## src/sv/kftl_pkg.sv

```systemverilog
// shared codes, widths and controller/datapath interface types for the keyframe track lookup
`timescale 1ns / 1ps
package kftl_pkg;

    localparam int TIME_W  = 32;
    localparam int VAL_W   = 32;
    localparam int TOL_W   = 16;
    localparam int FRAC_W  = 17;
    localparam int KCNT_W  = 7;
    localparam int DIV_STEPS = 16;

    localparam logic [1:0] CMD_WRITE  = 2'd0;
    localparam logic [1:0] CMD_SAMPLE = 2'd1;
    localparam logic [1:0] CMD_CLEAR  = 2'd2;
    localparam logic [1:0] CMD_IGNORE = 2'd3;

    localparam logic [1:0] COMP_X = 2'd0;
    localparam logic [1:0] COMP_Y = 2'd1;
    localparam logic [1:0] COMP_Z = 2'd2;

    localparam logic [1:0] STATUS_OK    = 2'd0;
    localparam logic [1:0] STATUS_FULL  = 2'd1;
    localparam logic [1:0] STATUS_EMPTY = 2'd2;

    localparam logic [1:0] KIND_OK     = 2'd0;
    localparam logic [1:0] KIND_FULL   = 2'd1;
    localparam logic [1:0] KIND_EMPTY  = 2'd2;
    localparam logic [1:0] KIND_SAMPLE = 2'd3;

    localparam logic [2:0] RA_IDX   = 3'd0;
    localparam logic [2:0] RA_IDXM1 = 3'd1;
    localparam logic [2:0] RA_FOUND = 3'd2;
    localparam logic [2:0] RA_SEED  = 3'd3;
    localparam logic [2:0] RA_PREV  = 3'd4;
    localparam logic [2:0] RA_NEXT  = 3'd5;

    localparam logic [1:0] WA_IDX   = 2'd0;
    localparam logic [1:0] WA_FOUND = 2'd1;
    localparam logic [1:0] WA_INS   = 2'd2;

    localparam logic [1:0] WD_SHIFT = 2'd0;
    localparam logic [1:0] WD_MOD   = 2'd1;
    localparam logic [1:0] WD_NEW   = 2'd2;

    typedef struct packed {
        logic       latch_in;
        logic       scan_init;
        logic       scan_eval;
        logic       rd_en;
        logic       wr_en;
        logic       clear_cnt;
        logic       inc_cnt;
        logic       seed_zero;
        logic       seed_load;
        logic       prev_load;
        logic       next_load;
        logic       div_init;
        logic       div_step;
        logic       res_load;
        logic [2:0] ra_sel;
        logic [1:0] wa_sel;
        logic [1:0] wd_sel;
        logic [1:0] res_kind;
    } ctl_t;

    typedef struct packed {
        logic [1:0] cmd;
        logic       count_zero;
        logic       full;
        logic       found;
        logic       seed_valid;
        logic       scan_stop;
        logic       last;
        logic       idx_gt_ins;
        logic       frac_ok;
        logic       out_free;
    } stat_t;

endpackage

```

## src/sv/kftl_ctrl.sv

```systemverilog
// sequencing state machine for scan, insert shift, sample read-out and divide
`timescale 1ns / 1ps
module kftl_ctrl #(
    parameter int MAX_KEYS = 64,
    parameter int CW = $clog2(MAX_KEYS + 1)
) (
    input  logic            aclk,
    input  logic            aresetn,
    input  logic            in_valid,
    output logic            in_ready,
    input  kftl_pkg::stat_t stat,
    input  logic [CW-1:0]   count,
    output logic [CW-1:0]   idx,
    output kftl_pkg::ctl_t  ctl
);

    localparam logic [4:0] S_IDLE     = 5'd0;
    localparam logic [4:0] S_DISP     = 5'd1;
    localparam logic [4:0] S_SCAN_RD  = 5'd2;
    localparam logic [4:0] S_SCAN_EV  = 5'd3;
    localparam logic [4:0] S_WR_DEC   = 5'd4;
    localparam logic [4:0] S_WR_MOD   = 5'd5;
    localparam logic [4:0] S_WR_SEED  = 5'd6;
    localparam logic [4:0] S_SH_RD    = 5'd7;
    localparam logic [4:0] S_SH_WR    = 5'd8;
    localparam logic [4:0] S_WR_NEW   = 5'd9;
    localparam logic [4:0] S_SMP_RDP  = 5'd10;
    localparam logic [4:0] S_SMP_LATP = 5'd11;
    localparam logic [4:0] S_SMP_LATN = 5'd12;
    localparam logic [4:0] S_DIV      = 5'd13;
    localparam logic [4:0] S_FIN      = 5'd14;

    localparam int SW = $clog2(kftl_pkg::DIV_STEPS);

    logic [4:0]    state_reg, state_next;
    logic [CW-1:0] idx_reg, idx_next;
    logic [SW-1:0] step_reg, step_next;
    logic [1:0]    kind_reg, kind_next;

    always_ff @(posedge aclk) begin
        if (!aresetn) begin
            state_reg <= S_IDLE;
            idx_reg   <= '0;
            step_reg  <= '0;
            kind_reg  <= kftl_pkg::KIND_OK;
        end else begin
            state_reg <= state_next;
            idx_reg   <= idx_next;
            step_reg  <= step_next;
            kind_reg  <= kind_next;
        end
    end

    assign in_ready = state_reg == S_IDLE;
    assign idx      = idx_reg;

    always_comb begin
        state_next = state_reg;
        idx_next   = idx_reg;
        step_next  = step_reg;
        kind_next  = kind_reg;
        ctl        = '0;
        ctl.ra_sel = kftl_pkg::RA_IDX;
        ctl.wa_sel = kftl_pkg::WA_IDX;
        ctl.wd_sel = kftl_pkg::WD_SHIFT;
        ctl.res_kind = kind_reg;
        case (state_reg)
            S_IDLE: begin
                if (in_valid) begin
                    ctl.latch_in = 1'b1;
                    state_next   = S_DISP;
                end
            end
            S_DISP: begin
                ctl.scan_init = 1'b1;
                idx_next      = '0;
                kind_next     = kftl_pkg::KIND_OK;
                case (stat.cmd)
                    kftl_pkg::CMD_WRITE: begin
                        state_next = stat.count_zero ? S_WR_DEC : S_SCAN_RD;
                    end
                    kftl_pkg::CMD_SAMPLE: begin
                        if (stat.count_zero) begin
                            kind_next  = kftl_pkg::KIND_EMPTY;
                            state_next = S_FIN;
                        end else begin
                            state_next = S_SCAN_RD;
                        end
                    end
                    kftl_pkg::CMD_CLEAR: begin
                        ctl.clear_cnt = 1'b1;
                        state_next    = S_FIN;
                    end
                    default: state_next = S_FIN;
                endcase
            end
            S_SCAN_RD: begin
                ctl.rd_en  = 1'b1;
                state_next = S_SCAN_EV;
            end
            S_SCAN_EV: begin
                ctl.scan_eval = 1'b1;
                if (stat.cmd == kftl_pkg::CMD_SAMPLE && stat.scan_stop) begin
                    state_next = S_SMP_RDP;
                end else if (stat.last) begin
                    state_next = (stat.cmd == kftl_pkg::CMD_WRITE) ? S_WR_DEC : S_SMP_RDP;
                end else begin
                    idx_next   = idx_reg + CW'(1);
                    state_next = S_SCAN_RD;
                end
            end
            S_WR_DEC: begin
                if (stat.found) begin
                    ctl.rd_en  = 1'b1;
                    ctl.ra_sel = kftl_pkg::RA_FOUND;
                    state_next = S_WR_MOD;
                end else if (stat.full) begin
                    kind_next  = kftl_pkg::KIND_FULL;
                    state_next = S_FIN;
                end else if (stat.seed_valid) begin
                    ctl.rd_en  = 1'b1;
                    ctl.ra_sel = kftl_pkg::RA_SEED;
                    state_next = S_WR_SEED;
                end else begin
                    ctl.seed_zero = 1'b1;
                    idx_next      = count;
                    state_next    = S_SH_RD;
                end
            end
            S_WR_MOD: begin
                ctl.wr_en  = 1'b1;
                ctl.wa_sel = kftl_pkg::WA_FOUND;
                ctl.wd_sel = kftl_pkg::WD_MOD;
                state_next = S_FIN;
            end
            S_WR_SEED: begin
                ctl.seed_load = 1'b1;
                idx_next      = count;
                state_next    = S_SH_RD;
            end
            S_SH_RD: begin
                if (stat.idx_gt_ins) begin
                    ctl.rd_en  = 1'b1;
                    ctl.ra_sel = kftl_pkg::RA_IDXM1;
                    state_next = S_SH_WR;
                end else begin
                    state_next = S_WR_NEW;
                end
            end
            S_SH_WR: begin
                ctl.wr_en  = 1'b1;
                ctl.wa_sel = kftl_pkg::WA_IDX;
                ctl.wd_sel = kftl_pkg::WD_SHIFT;
                idx_next   = idx_reg - CW'(1);
                state_next = S_SH_RD;
            end
            S_WR_NEW: begin
                ctl.wr_en   = 1'b1;
                ctl.wa_sel  = kftl_pkg::WA_INS;
                ctl.wd_sel  = kftl_pkg::WD_NEW;
                ctl.inc_cnt = 1'b1;
                state_next  = S_FIN;
            end
            S_SMP_RDP: begin
                ctl.rd_en  = 1'b1;
                ctl.ra_sel = kftl_pkg::RA_PREV;
                state_next = S_SMP_LATP;
            end
            S_SMP_LATP: begin
                ctl.prev_load = 1'b1;
                ctl.rd_en     = 1'b1;
                ctl.ra_sel    = kftl_pkg::RA_NEXT;
                state_next    = S_SMP_LATN;
            end
            S_SMP_LATN: begin
                ctl.next_load = 1'b1;
                ctl.div_init  = 1'b1;
                kind_next     = kftl_pkg::KIND_SAMPLE;
                step_next     = '0;
                state_next    = stat.frac_ok ? S_DIV : S_FIN;
            end
            S_DIV: begin
                ctl.div_step = 1'b1;
                step_next    = step_reg + SW'(1);
                if (step_reg == SW'(kftl_pkg::DIV_STEPS - 1)) begin
                    state_next = S_FIN;
                end
            end
            S_FIN: begin
                if (stat.out_free) begin
                    ctl.res_load = 1'b1;
                    state_next   = S_IDLE;
                end
            end
            default: state_next = S_IDLE;
        endcase
    end

endmodule

```

## config.mk

```make
export PLATFORM = sky130hd
export DESIGN_NAME = kftl_ctrl
export DESIGN_NICKNAME = d
export VERILOG_FILES = /design/src/sv/kftl_pkg.sv /design/src/sv/kftl_ctrl.sv
export SDC_FILE = /design/constraint.sdc
export NUM_CORES = 1
export LEC_CHECK = 0
export BUFFER_PORTS_ARGS = -buffer_cell sky130_fd_sc_hd__buf_2
export CAP_MARGIN = 20
export CORE_ASPECT_RATIO = 0.75
export CORE_MARGIN = 5
export CORE_UTILIZATION = 51
export DETAILED_ROUTE_END_ITERATION = 6
export PLACE_DENSITY = 0.81
export SLEW_MARGIN = 20
export SYNTH_ARGS = -nofsm -noshare
export SYNTH_HDL_FRONTEND = slang
export SYNTH_SLANG_ARGS = --single-unit
```

## constraint.sdc

```tcl
create_clock -name aclk -period 3.6 [get_ports aclk]
set_clock_uncertainty 0.15 [all_clocks]
set_input_delay 0.36 -clock aclk [delete_from_list [all_inputs] [get_ports aclk]]
set_output_delay 0.36 -clock aclk [all_outputs]
set_load 0.1 [all_outputs]
```

# After elaboration in Yosys (flattened, before gate mapping)
# Cells that the tools add are included.
[classes]
n_reduce_logical = 13
muxes = 56
eq_ne = 26
add_sub_neg = 3
[op_table]
columns = ["cell", "count"]
rows = [
  ["one-hot mux 5 bit (13 select lines)", 1],
  ["equality test 5 x 4 -> 1 bit (second input constant)", 7],
  ["two-way mux 7 bit", 5],
  ["one-hot mux 7 bit (5 select lines)", 1],
  ["two-way mux 5 bit", 5],
  ["two-way mux 1 bit", 24],
  ["equality test 5 x 3 -> 1 bit (second input constant)", 4],
  ["two-way mux 2 bit", 9],
  ["inequality test 2 bit (second input constant)", 9],
  ["two-way mux 4 bit", 4],
  ["one-hot mux 4 bit (2 select lines)", 2],
  ["one-hot mux 3 bit (4 select lines)", 1],
  ["equality test 5 x 2 -> 1 bit (second input constant)", 2],
  ["one-hot mux 5 bit (2 select lines)", 1],
  ["adder 7 x 1 -> 7 bit (second input constant)", 1],
  ["subtractor 7 x 1 -> 7 bit (second input constant)", 1],
  ["one-hot mux 2 bit (3 select lines)", 1],
  ["AND reduction 3 bit", 2],
  ["AND reduction 6 bit", 1],
  ["OR reduction 3 bit", 2],
  ["equality test 5 x 1 -> 1 bit (second input constant)", 1],
  ["zero test 5 bit", 1],
  ["nonzero test 5 bit", 1],
  ["adder 4 x 1 -> 4 bit (second input constant)", 1],
  ["other kinds (10)", 11],
]
[word_totals]
in_bits = 21
word_cells = 102
out_inout_bits = 31
reg_bits = 18

# Longest topological paths before layout
# Gate-level depths: netlist of the first run.
[logic_depth]
word_depth = 5
depth_mapped = 11
depth_no_buf = 9

# Worst setup path after synthesis of the first run
# OpenSTA, ideal clock, no wires.
[synth_path]
path_type = "register -> output"
from = "register state_reg[0]"
to = "output ctl[22] (netlist name)"
required_ns = 3.090
path_stages_with_launch = 5
n_path_buf = 2
setup_slack_ns = -1.660
t_arrival_ns = 4.750
cell_sequence = "dfxtp_1 -> clkbuf_1 -> clkbuf_1 -> nor4_1 -> and2_1"
[synth_rtl]
columns = ["item", "line", "text"]
rows = [
  ["from (decl)", "kftl_ctrl.sv:35", "logic [4:0] state_reg, state_next;"],
  ["from (signal assigned)", "kftl_ctrl.sv:47", "state_reg <= state_next;"],
  ["to (decl)", "kftl_ctrl.sv:14", "output kftl_pkg::ctl_t ctl"],
]

# Worst setup path after layout of the first run
[layout_path]
from = "register state_reg[3]"
to = "register idx_reg[6], in the netlist idx[6]"
[layout_via]
elab_chain_len = 3
word_cells_on_any_way = 13
cone_classes = "10 x eq/ne; 1 x mux; 2 x reduce/logical"
[layout_lines]
columns = ["item", "line", "text"]
rows = [
  ["equality test 5 x 3 -> 1 bit, or another cell as far along", "kftl_ctrl.sv:67", "case (state_reg)"],
  ["nonzero test 5 bit (no source line) or inequality test 2 bit (tied branches)", "n/a", ""],
  ["AND reduction 6 bit (no source line)", "n/a", ""],
  ["to (signal assigned)", "kftl_ctrl.sv:48", "idx_reg <= idx_next;"],
  ["to (decl)", "kftl_ctrl.sv:36", "logic [CW-1:0] idx_reg, idx_next;"],
]
# Several ways; a longest one is shown, not always the timed one.
# A chain may end at the register's enable or synchronous reset.

==> results of run 1 <==
[worst paths after layout]
kind	endpoint	slack, ns	cells after the start
setup / recovery	idx[6]	0.59	10
hold reg to reg	step_reg[1]	0.33	2
hold / removal	idx[4]	0.21	3
setup reg to reg	idx[6]	0.59	10
[cells by family (layout without fill, tap and decap cells)]
group                      after synthesis  after routing  synth area share (%)
and+or+nand+nor                         91             91                  29.0
AOI/OAI and AO/OA                       85             85                  34.5
buffers and inverters                   27             68                  8.06
DFF                                     17             17                  21.7
adders and majority gates                5              5                  3.83
xor gates and xnor gates                 3              3                  1.68
muxes                                    2              2                  1.28
[layer usage]
| metal | share of wire, % | up-vias | track usage [%] | wire length (µm) |
|---|---|---|---|---|
| li1 | - | 919 | - | - |
| met1 | 49 | 844 | 31.2 | 2080 |
| met2 | 43 | 76 | 26.3 | 1830 |
| met3 | 8.3 | 3 | 4.33 | 354 |
| met4 | 0.35 | 0 | 3.10 | 15 |
| met5 | 0 | - | 0 | 0 |
[layout make-up]
class                      instances  area, µm²  share of cell area, %
inverter                           9       33.8                   1.80
clock inverter                     1       5.00                  0.266
clock buffer                       3       41.3                   2.19
multi-input combinational        186       1130                   60.0
timing repair buffer              55        285                   15.2
tap                               38       47.5                   2.53
sequential                        17        340                   18.1
[synthesized netlist by cell type, types with 3 or more instances]
master    instances
a211oi_1          4
a21oi_1          28
a22oi_1           4
a31oi_1           7
and2_1            3
buf_2             5
buf_4             5
clkbuf_1          6
dfxtp_1          17
ha_1              4
inv_1             9
nand2_1          21
nand2b_1          5
nand3_1           5
nor2_1           27
nor2b_1           3
nor3_1           11
nor4_1            3
o211ai_1          3
o21a_1            4
o21ai_0          14
o22ai_1           3
o31ai_1           4
or2_2             3
xor2_1            3
[worst register-to-register path: stages (launching register included)]
cell and delay [ns]:
dfxtp_1 0.71, nor4b_4 0.33, buf_4 0.26, xor2_1 0.09
ha_1 0.29, a211o_1 0.30, a21oi_1 0.14, o21ba_2 0.15
nor2_1 0.06, o211a_1 0.21, a32o_1 0.20
[through the flow]
| stage | util, % | setup WS (ns) | std cells | hold WS, ns |
|---|---|---|---|---|
| 5_1_grt | 63.6 | 0.431 | 309 | 0.221 |
| 3_5_place_dp | 62.1 | 0.646 | 305 | 0.325 |
| 4_1_cts | 63.6 | 0.639 | 309 | 0.202 |
| 6_report | 63.6 | 0.595 | 309 | 0.210 |
| 3_3_place_gp | 62.1 | 0.740 | 305 | 0.317 |
| 2_1_floorplan | - | -0.385 | 230 | 0.299 |
==> flow_summary.yaml, run 1 <==
outcome:
  status: "finished, final reports clean"
synth:
  yosysSeqAreaShare_pct: 21.7
  syn-num-nets: 255
  synth_cell_type_count: 47
  syn_inst: 230
  yosysTopAreaCell: "dfxtp_1"
  synth-seq-cells: 17
  ys.flop_type: "dfxtp_1"
  yosysTopAreaCellShare_pct: 21.7
  synth_area_um2: 1570
  yosysWarnings: 0
  synth_area_per_cell_um2: 6.82
  synth.area.top_cells: "dfxtp_1 (22%), a21oi_1 (8.9%), nor2_1 (6.5%)"
  ys_async_sr_fraction_pct: 0
  synth_edf_count: 0
setup_path:
  critical_path.startpoint: "state_reg[3]"
  crit_chain: "nor4b_4 -> buf_4 -> xor2_1 -> ha_1 -> a211o_1 -> a21oi_1 -> o21ba_2 -> nor2_1 -> o211a_1 -> a32o_1"
  critical_path.top_delay_family: "compound AO/OA/AOI/OAI gates"
  cp.required_ns: 3.60
  rr_startpoint: "state_reg[3]"
  path_buf_inv: 1
  cpPeakStageDelay_ns: 0.71
  arrival_ns: 3.01
  path_class: "flip-flop to flip-flop"
  crit_path_end_kind: "flip-flop"
  slowest_stage: "dfxtp_1"
  cp_max_fo: 19
  startpoint_type: "flip-flop"
place:
  place_area_um2: 1840
  port_buffers: 51
  place_hpwl_um: 3220
  gp_congestion: 0.887
sta:
  worstMarginPinSlew_ns: 0.614
  rsz0062_at_grt: "no"
  fmax_mhz: 333
  setup-tns-final_ns: 0
  setup_viol: 0
  drv_slew: 0
  min_period_ns: 3.01
  period_share_pct: 83.5
  finalHoldViolCount: 0
  relSlewSlack_pct: 59.0
cts:
  post_cts_resized: 0
  clock-sinks: 17
  numCtsBuffers: 3
  postCtsSetupRepairBufs: 0
  cts_max_path_buffers: 2
  root_buffer: "clkbuf_8"
  cts_hold_buf: 0
  cts_tree: "done"
  cts_htree_levels: 1
  clkSlewWorstSetupHoldPaths_ns: 0.07
  clk_latency_ns: 0.26
floorplan:
  initial_utilization_pct: 53.0
  die-area_um2: 4290
  fp.coreArea_um2: 2960
  rows: 17
  die_w_um: 74.0
  die_h_um: 58.0
  ios: 52
drt:
  wl_um: 4280
  drtIter0Drc: 231
  via_per_inst: 5.96
  firstDrtPassIters: 5
  antenna_left: 0
  vias: 1842
  wl_per_cell_um: 13.8
  drc_errors: 0
final_layout:
  final_cell_mix: "buf_2 (51), a21oi_1 (28), nor2_1 (27), nand2_1 (21), dfxtp_1 (17)"
  area_growth_pct: 20.0
  fin_area_um2: 1880
  antenna_cells: 0
  nFillCells: 270
  final_layout_size_suffix_gt1_share_pct: 27.3
  largest_reg_flops: 7
  final_common_cell: "buf_2"
  nets: 297
grt:
  grt_antenna_before_repair: 0
  grt-ovfl-total: 0
  grt_pass1_wl_um: 6760
  grt_max_degree: 27
  first_global_vias: 1422
  grt.total_usage_pct: 19.5
worst_hold_path:
  min-delay-start: "count[4]"
  hp-class: "input port to flip-flop"
run:
  cap_violations: 0
Power of run 1 is not shown: default switching activity piles up to over one toggle a cycle in this logic, so the estimate is an artifact.
==> inputs of run 2 (changes only) <==
--- a/config.mk
+++ b/config.mk
@@ -5,13 +5,14 @@
 export SDC_FILE = /design/constraint.sdc
 export NUM_CORES = 1
 export LEC_CHECK = 0
+export ABC_AREA = 1
 export BUFFER_PORTS_ARGS = -buffer_cell sky130_fd_sc_hd__buf_2
 export CAP_MARGIN = 20
 export CORE_ASPECT_RATIO = 0.75
 export CORE_MARGIN = 5
-export CORE_UTILIZATION = 51
+export CORE_UTILIZATION = 45
 export DETAILED_ROUTE_END_ITERATION = 6
-export PLACE_DENSITY = 0.81
+export PLACE_DENSITY = 0.76
 export SLEW_MARGIN = 20
 export SYNTH_ARGS = -nofsm -noshare
 export SYNTH_HDL_FRONTEND = slang
==> constraint.sdc (replaced) <==
create_clock -name aclk -period 2.5 [get_ports aclk]
set_clock_uncertainty 0.15 [all_clocks]
set_input_delay 0.25 -clock aclk [delete_from_list [all_inputs] [get_ports aclk]]
set_output_delay 0.25 -clock aclk [all_outputs]
set_load 0.1 [all_outputs]
==> run 2 against run 1 <==
Net effect: largest cell class unchanged; cell area down 2.6%; non-clock buffer count down 4; critical path depth down 3; global-route usage down 1.6 points; die area up 6.1%.
==> flow_summary.yaml, run 2 <==
outcome:
  status: "finished, final reports clean"
cts:
  clock-sinks: 17
  cts_htree_levels: 1
  post_cts_resized: 0
  cts_max_path_buffers: 2
  cts_tree: "done"
  clkSlewWorstSetupHoldPaths_ns: 0.07
  clk_latency_ns: 0.26
  postCtsSetupRepairBufs: 0
  root_buffer: "clkbuf_8"
  numCtsBuffers: 3
  cts_hold_buf: 0
synth:
  yosysWarnings: 0
  synthAdderAreaFrac_pct: 3.38
  synth_xor_area_share_pct: 0.591
  synth.area.top_cells: "dfxtp_1 (23%), nand2_1 (12%), inv_1 (11%)"
  syn-num-nets: 271
  netlist_top_cells_count: "nand2_1 (48), inv_1 (45), nor2_1 (26)"
  synth_edf_count: 0
  synth_area_per_cell_um2: 6.03
  ys_async_sr_fraction_pct: 0
  yosysSeqAreaShare_pct: 23.0
  synthSimpleGateAreaFrac_pct: 36.1
  ys.flop_type: "dfxtp_1"
  synth_most_common_cell: "nand2_1"
  synth_cell_type_count: 32
  synth_area_um2: 1480
  synth_top_family_by_area: "simple AND/OR/NAND/NOR gates"
  synth-seq-cells: 17
  synth_compound_area_share_pct: 23.0
  yosysTopAreaCell: "dfxtp_1"
  synthMuxAreaShare_pct: 0
  syn_inst: 246
  yosysTopAreaCellShare_pct: 23.0
worst_hold_path:
  hp-class: "input port to flip-flop"
place:
  dp_cells: 332
  place_hpwl_um: 3390
  gp_congestion: 0.916
  place_area_um2: 1790
  port_buffers: 51
sta:
  relSlewSlack_pct: 67.6
  setup-tns-final_ns: 0
  finalHoldViolCount: 0
  fmax_mhz: 434
  setup_viol: 0
  min_period_ns: 2.31
  drv_slew: 0
  period_share_pct: 92.3
  worstMarginPinSlew_ns: 0.490
  rsz0062_at_grt: "no"
  whs_ns: 0.120
setup_path:
  crit_chain: "nand2_1 -> inv_1 -> nand2_2 -> nor2_1 -> nand2_1 -> nand3b_1 -> buf_2"
  slowest_stage: "dfxtp_1"
  crit_path_end_kind: "output port"
  arrival_ns: 1.91
  path_class: "flip-flop to output port"
  crit_top_cell: "nand2_1"
  cp.required_ns: 2.10
  cpPeakStageDelay_ns: 0.45
  cp_max_fo: 9
  startpoint_type: "flip-flop"
final_layout:
  final_layout_size_suffix_gt1_share_pct: 27.0
  final_common_cell: "buf_2"
  nFillCells: 345
  final_cell_mix: "buf_2 (51), nand2_1 (48), inv_1 (45), a21oi_1 (24)"
  fin_area_um2: 1830
  antenna_cells: 0
  largest_reg_flops: 7
  area_growth_pct: 23.6
  nets: 322
  seq_area_um2: 340
  multiInputGateArea_um2: 968
  final_cells: 336
drt:
  drtIter0Drc: 146
  antenna_left: 0
  drc_errors: 0
  via_per_inst: 5.19
  vias: 1744
  wl_per_cell_um: 12.5
  firstDrtPassIters: 4
  wl_um: 4190
pwr:
  p_clk_share_pct: 8.5
  p_per_area_nw_per_um2: 1330
  internal_power_uw: 821
  swShare_pct: 66.5
  comb_power_share_pct: 74.1
  p_switching_uw: 1630
  leakagePower_uw: 0.00102
  pwr-share-seq_pct: 17.3
  worst_ir_drop_vdd_mv: 0.894
floorplan:
  fp.coreArea_um2: 3220
  die-area_um2: 4550
  initial_utilization_pct: 46.0
  rows: 18
  die_h_um: 59.7
  ios: 52
  die_w_um: 76.3
grt:
  grt_max_degree: 14
  grt-ovfl-total: 0
  grt_antenna_before_repair: 0
  grt_pass1_wl_um: 6810
  first_global_vias: 1538
  grt.total_usage_pct: 17.9
run:
  cap_violations: 0
-- run 2: cell types whose count changed in the layout (fill, tap and decap cells not counted), moves of 5 or more --
cell / delta
nor2_2: +7
nor3_1: -8
nand2_2: +5
a31oi_1: -5
nand3_1: +16
nand2b_1: -5
inv_1: +36
nand2_1: +27
nor2_1: -6
-- run 2: final cells by class --
class / instances / share of cell area (%)
multi-input cells: 178 / 52.8
well taps: 40 / 2.73
repair buffers: 51 / 13.9
clock buffers: 3 / 2.25
flip-flops and latches: 17 / 18.6
inverters: 46 / 9.42
clock inverters: 1 / 0.273
-- run 2: path summary, 6_finish.rpt --
| path | cells past startpoint | slack (ns) | endpoint | startpoint |
|---|---|---|---|---|
| worst min-delay path | 3 | 0.12 | idx[3] | count[3] |
| worst min register to register | 1 | 0.34 | step_reg[0] | step_reg[0] |
| worst max-delay path | 7 | 0.19 | ctl[6] | state_reg[2] |
| worst max register to register | 14 | 0.43 | idx[6] | state_reg[1] |
-- run 2: power by group through the flow --
stage | clock, µW | combinational, µW | sequential (µW)
3_3_place_gp | 0 | 1800 | 424
6_report | 209 | 1810 | 424
3_5_place_dp | 0 | 1800 | 426
2_1_floorplan | 0 | 1180 | 733
4_1_cts | 214 | 1800 | 421
5_1_grt | 226 | 1930 | 435
-- run 2: cells by family after synthesis --
group,after synthesis
simple gates,116
compound gates,57
xor+xnor,1
buf+inv,51
fa+ha+maj,4
flops,17
-- run 2: worst max-delay path, delay by kind of cell (launching register included) --
family	cells	cell delay, ns
flops	1	0.45
simple gates	5	0.65
buf+inv	2	0.55
-- run 2: layer usage --
layer	global-route usage [%]	share of wire [%]	up-vias
li1	-	-	905
met1	24.2	47	763
met2	26.6	43	72
met3	7.53	9.1	4
met4	4.49	0.65	0
met5	0	0	-
-- run 2: metrics by stage --
stage,util (%),setup WS (ns),total power (µW)
global placement,55.5,0.503,2230
finish,56.9,0.193,2450
global route,56.9,0.0390,2590
CTS,56.9,0.200,2440
floorplan,-,-0.159,1920
detailed placement,55.5,0.459,2230
Power figures use the tool's default switching activity.
